`config.mk`:
```
export PLATFORM = sky130hd
export DESIGN_NAME = sfnu_front
export DESIGN_NICKNAME = d
export VERILOG_FILES = /design/src/sv/sfnu_pkg.sv /design/src/sv/sfnu_front.sv
export SDC_FILE = /design/constraint.sdc
export NUM_CORES = 1
export LEC_CHECK = 0
export BUFFER_PORTS_ARGS = -buffer_cell sky130_fd_sc_hd__buf_2
export CAP_MARGIN = 0
export CORE_UTILIZATION = 40
export DETAILED_ROUTE_END_ITERATION = 16
export SLEW_MARGIN = 0
export SYNTH_ARGS = -nofsm -noshare
export SYNTH_HDL_FRONTEND = slang
export SYNTH_SLANG_ARGS = --single-unit
```
`constraint.sdc`:
```
create_clock -name clk_i -period 3.5 [get_ports clk_i]
set_input_delay 0.35 -clock clk_i [delete_from_list [all_inputs] [get_ports clk_i]]
set_output_delay 0.35 -clock clk_i [all_outputs]
set_load 0.005 [all_outputs]
```
`src/sv/sfnu_pkg.sv`:
```
// shared types and constants for the frame normalize and upscale block
package sfnu_pkg;

  localparam int unsigned CFG_IDX_W  = 2;
  localparam int unsigned CFG_DATA_W = 13;
  localparam int unsigned CRD_W      = 10;

  localparam logic [CFG_IDX_W-1:0] CFG_ACTIVE_THRESHOLD  = 2'd0;
  localparam logic [CFG_IDX_W-1:0] CFG_MIN_ACTIVE_PIXELS = 2'd1;
  localparam logic [CFG_IDX_W-1:0] CFG_MIN_VALUE_RANGE   = 2'd2;

  localparam logic [11:0] RST_ACTIVE_THRESHOLD  = 12'd30;
  localparam logic [12:0] RST_MIN_ACTIVE_PIXELS = 13'd64;
  localparam logic [11:0] RST_MIN_VALUE_RANGE   = 12'd8;

  localparam logic KIND_STATUS = 1'b0;
  localparam logic KIND_PIXEL  = 1'b1;

  typedef enum logic {
    OP_PUSH = 1'b0,
    OP_READ = 1'b1
  } op_e;

  typedef struct packed {
    logic       func;
    logic [7:0] packed_byte;
    logic       frame_end;
    logic [7:0] out_col;
    logic [6:0] out_row;
  } req_t;

  typedef struct packed {
    logic        result_kind;
    logic [7:0]  pixel_value;
    logic        frame_accepted;
    logic [12:0] active_count;
    logic [11:0] active_min;
    logic [11:0] active_max;
  } rsp_t;

  typedef struct packed {
    logic [11:0] active_threshold;
    logic [12:0] min_active_pixels;
    logic [11:0] min_value_range;
  } cfg_t;

  // head of the request queue as seen by the back end
  typedef struct packed {
    logic vld;
    op_e  op;
    req_t req;
  } fq_t;

endpackage

```
`src/sv/sfnu_front.sv`:
```
// front end: takes requests into a two-entry queue and tags their operation
module sfnu_front (
  input  logic          clk_i,
  input  logic          rst_ni,
  input  logic          start_i,
  input  sfnu_pkg::req_t req_i,
  output logic          busy_o,
  input  logic          take_i,
  output sfnu_pkg::fq_t fq_o
);

  sfnu_pkg::req_t q_q [2];
  logic           wp_q, rp_q;
  logic [1:0]     cnt_q;
  logic           push, pop;

  assign busy_o = (cnt_q == 2'd2);
  assign push   = start_i && !busy_o;
  assign pop    = take_i && (cnt_q != 2'd0);

  always_ff @(posedge clk_i or negedge rst_ni) begin
    if (!rst_ni) begin
      wp_q  <= 1'b0;
      rp_q  <= 1'b0;
      cnt_q <= 2'd0;
    end else begin
      if (push) wp_q <= ~wp_q;
      if (pop) rp_q <= ~rp_q;
      cnt_q <= cnt_q + {1'b0, push} - {1'b0, pop};
    end
  end

  always_ff @(posedge clk_i) begin
    if (push) q_q[wp_q] <= req_i;
  end

  always_comb begin
    fq_o.vld = (cnt_q != 2'd0);
    fq_o.req = q_q[rp_q];
    fq_o.op  = sfnu_pkg::op_e'(q_q[rp_q].func);
  end

endmodule

```
Word-level counts from Yosys, hierarchy flattened
Memory sizes are Yosys's and may differ from the RTL's.
Index checks and enable logic that the tools add are counted.
- input port bits: 29
- latch bits: 0
- output and inout bits: 28
- register bits: 4
- memories kept: 1
- bits in read-only memories: 0
- word-level logic and storage cells: 15
- bits in writable memories: 50
- eq/ne operators: 1
- mux-type cells: 2
- reductions and logical operators: 4
- $mul: 0
- $lt $le $gt $ge: 0
- add/sub/neg operators: 2
- divide/modulo/power cells: 0
- bitwise logic cells: 2
- shift operators: 0
- memories (memory ; depth ; bits a word ; rd ports ; clocked after memory_dff ; wr ports ; line ; text):
    q_q ; 2 ; 25 ; 1 ; 0 ; 1 ; sfnu_front.sv:12 ; sfnu_pkg::req_t q_q [2];
- operator list (kind ; count):
    2-bit by 1-bit adder with 2-bit output ; 1
    2-bit equality test (second input constant) ; 1
    1-bit logical AND ; 2
    1-bit 2-to-1 mux ; 2
    1-bit inverter ; 2
    2-bit nonzero test ; 1
    2-bit by 1-bit subtractor with 2-bit output ; 1
    1-bit zero test ; 1

Depth between registers and ports, before layout
- word-level depth: 5
- depth in mapped cells: 7
- gate-level depth less buffers: 7

Worst setup path before layout
OpenSTA, ideal clock, no wires.
- kind: register to register
- start: register cnt_q[1]
- end: memory q_q[0][0] (netlist name), enable pin
- arrival: 1654 ps
- required time: 3093 ps
- buffers on the path: 0
- clock period less this slack: 2061 ps
- path slack: 1439 ps
- stages on the path, launching flop included: 4
- path through: dfrtp_1 > nand2b_1 > nand2_1 > nor2_1
- cells in the longest elaborated chain, start to end: 5
- ends and longest elaborated chain (item ; line ; text):
    start: declaration ; sfnu_front.sv:14 ; logic [1:0] cnt_q;
    start signal: assignment ; sfnu_front.sv:29 ; cnt_q <= cnt_q + {1'b0, push} - {1'b0, pop};
    2-bit equality test ; sfnu_front.sv:17 ; assign busy_o = (cnt_q == 2'd2);
    1-bit zero test ; sfnu_front.sv:18 ; assign push = start_i && !busy_o;
    1-bit logical AND ; sfnu_front.sv:18 ;
    1-bit 2-to-1 mux ; sfnu_front.sv:34 ; if (push) q_q[wp_q] <= req_i;
    1-bit 2-to-1 mux (not written as such) ; sfnu_front.sv:34 ;
    end: declaration ; sfnu_front.sv:12 ;
Every way passes these cells.

==> metrics.yaml <==
yosys:
  ys.flop_type: "edfxtp_1"
  synth_edf_count: 50
  synth_cell_types: 16
  synth_top_family_by_area: "multiplexers"
  synth-compound-area-share_pct: 0
  syn-instance-count: 97
  ys_top_cells_by_count: "edfxtp_1, mux2_4, mux2_1"
  yosys_register_bits: 54
  avgSynthCellArea_um2: 21.6
  synth.cell_area_um2: 2100
  synthTopCellsByArea: "edfxtp_1, mux2_4, dfrtp_1"
  netlist.area_leader.share_pct: 71.6
  synth_nets: 128
  async_flop_share_pct: 7.41
  yosys.area_share.simple_pct: 1.67
  synth_xor_area_share_pct: 1.67
  synth_adder_area_share_pct: 1.19
  synth_mux_area_share_pct: 16.8
  yosysWarnings: 0
  synth_top_area_cell: "edfxtp_1"
  yosysSeqAreaShare_pct: 76.3
  synth_most_common_cell: "edfxtp_1"
clock_network:
  cts_resized: 0
  cts_buffers: 5
  root_buffer: "clkbuf_8"
  postCtsSetupBuffers: 0
  cts_max_level: 2
  clock_latency_ns: 0.30
  cts_hold_buf: 1
  cts_tree: "yes"
  clockBufferDepth: 2
  clock-sinks: 54
  clk_pin_slew_ns: 0.09
hold_path:
  hold_path.startpoint: "req_i[17]"
  min_path_type: "in -> reg"
finish:
  diodes: 0
  utilization_pct: 51.8
  drive_gt1_share_pct: 54.1
  area_growth_pct: 20.5
  fill_cells: 423
  fin_nets: 190
detailed_routing:
  vias: 1027
  routed_wl_um: 3310
  drt_first_pass_iters: 4
  final_antenna_net_count: 0
  drt-vias-per-instance: 4.54
  drc: 0
  drt_iter0_markers: 50
  wl_per_cell_um: 14.6
die:
  start_util_pct: 43.0
  die_w_um: 74.4
  core_um2: 4880
  dieHeight_um: 74.4
  num_rows: 25
  dieArea_um2: 5540
  num_io_pins: 57
setup_path:
  slowest_delay_ns: 0.58
  worstSetupPathType: "reg -> out"
  cp.required_ns: 3.15
  path_cells: "buf_4, mux2_4, buf_2"
  arrival_ns: 1.75
  crit_path_top_delay_cell: "dfrtp_1"
  crit_start: "rp_q"
  cp-end-kind: "output pin"
  crit_fanout: 18
  timing.rr.start: "cnt_q[1]"
  start_kind: "flip-flop"
power_and_ir_drop:
  internal_power_mw: 1.37
  clkPwrFrac_pct: 16.7
  powerDensity_nw_per_um2: 755
  comb_power_share_pct: 33.3
  worst_ir_drop_vdd_mv: 0.393
  switching_share_pct: 28.0
  switching_power_uw: 534
  power_leakage_nw: 1.03
  p_seq_share_pct: 50.0
sta:
  clock_skew_ns: 0.00686
  totalNegativeSetupSlack_ns: 0
  rsz0062_at_grt: "false"
  slew_headroom_pct: 19.1
  period_needed_ns: 2.10
  hold_violations: 0
  period_share_pct: 60.0
  worst_pin_slew_ns: 1.21
  final_max_slew_viol_count: 0
  final-setup-viol-count: 0
  max_freq_mhz: 476
run:
  maxCapViolCount: 0
global_routing:
  grt_overflow: 0
  track_usage_pct: 12.6
  grt_pass1_wl_um: 4900
  grt_pass1_vias: 1047
  grt_max_degree: 26
  antenna_found_initial: 0
status:
  status: "finished clean"
place:
  routabilityCongestion: 0.629
  portBuffers: 56
  dp_hpwl_um: 2280
==> per-stage QoR <==
stage	cells	cell area, µm²	hold WS (ns)	power (mW)	setup WS (ns)
5_1_grt	226	2530	0.216	2.02	1.29
2_1_floorplan	97	2100	0.0544	1.41	1.44
3_5_place_dp	218	2440	0.161	1.62	1.58
6_report	226	2530	0.234	1.91	1.40
3_3_place_gp	218	2440	0.161	1.59	1.65
4_1_cts	226	2530	0.221	1.94	1.35
==> worst max-delay path: cells and delay by family (launching register included) <==
kind	cells	cell delay [ns]
buffers and inverters	2	0.54
flip-flops	1	0.58
multiplexers	1	0.33
==> kinds of logic (layout without fill, tap and decap cells) <==
kind of cell               count (synthesis)  count (layout)
xor gates and xnor gates                   4               4
muxes                                     25              25
DFF                                       54              54
and+or+nand+nor                            6               6
adders and majority gates                  2               2
buffers and inverters                      6              68
==> flip-flops by register name, summed over array words and instances, names as in the netlist <==
register,count
cnt_q,2
wp_q,1
rp_q,1
q_q,50
==> final timing paths <==
check                                  end  slack (ns)  depth (start not counted)
max in group asynchronous         cnt_q[1]        3.00                          2
worst max-delay path              fq_o[16]        1.40                          3
worst min-delay path            q_q[0][17]        0.23                          1
worst max register to register  q_q[1][18]        1.60                          2
min in group asynchronous         cnt_q[0]        0.38                          2
worst min register to register    cnt_q[0]        0.53                          1
==> final cells by class <==
type | instances | area, µm² | area share, %
inverters | 2 | 7.51 | 0.297
multi-input cells | 37 | 450 | 17.8
repair buffers | 59 | 305 | 12.1
flip-flops and latches | 54 | 1600 | 63.4
clock buffers | 5 | 68.8 | 2.72
well taps | 67 | 83.8 | 3.32
clock inverters | 2 | 10.0 | 0.396
==> placed cells by master (no fill, tap or decap) <==
cell type      netlist  layout
dfrtp_1              4       4
buf_4                1       2
xor2_1               1       1
inv_1                2       2
clkbuf_8             0       5
nor2_2               0       1
and2_4               1       1
nand2b_1             1       1
mux2_4              19      19
and3_1               1       1
mux2_1               6       6
nand2_1              1       1
xnor2_1              3       3
or2_1                1       1
buf_2                0      56
edfxtp_1            50      50
dlygate4sd3_1        0       1
clkinv_2             0       2
ha_1                 2       2
==> metal layers <==
metal  global-route usage [%]  wire length [µm]  vias up
li1                         -                 -      489
met1                     13.7              1380      496
met2                     21.6              1650       36
met3                     4.61               215        6
met4                     6.29                63        0
met5                        0                 0        -
==> power groups by stage <==
stage / logic [mW] / registers [mW] / clock network (mW)
floorplan: 0.472 / 0.937 / 0
global placement: 0.634 / 0.960 / 0
detailed placement: 0.652 / 0.971 / 0
CTS: 0.653 / 0.957 / 0.330
global route: 0.697 / 0.970 / 0.351
finish: 0.636 / 0.954 / 0.320
No activity file was read; power rests on OpenSTA's default activity.
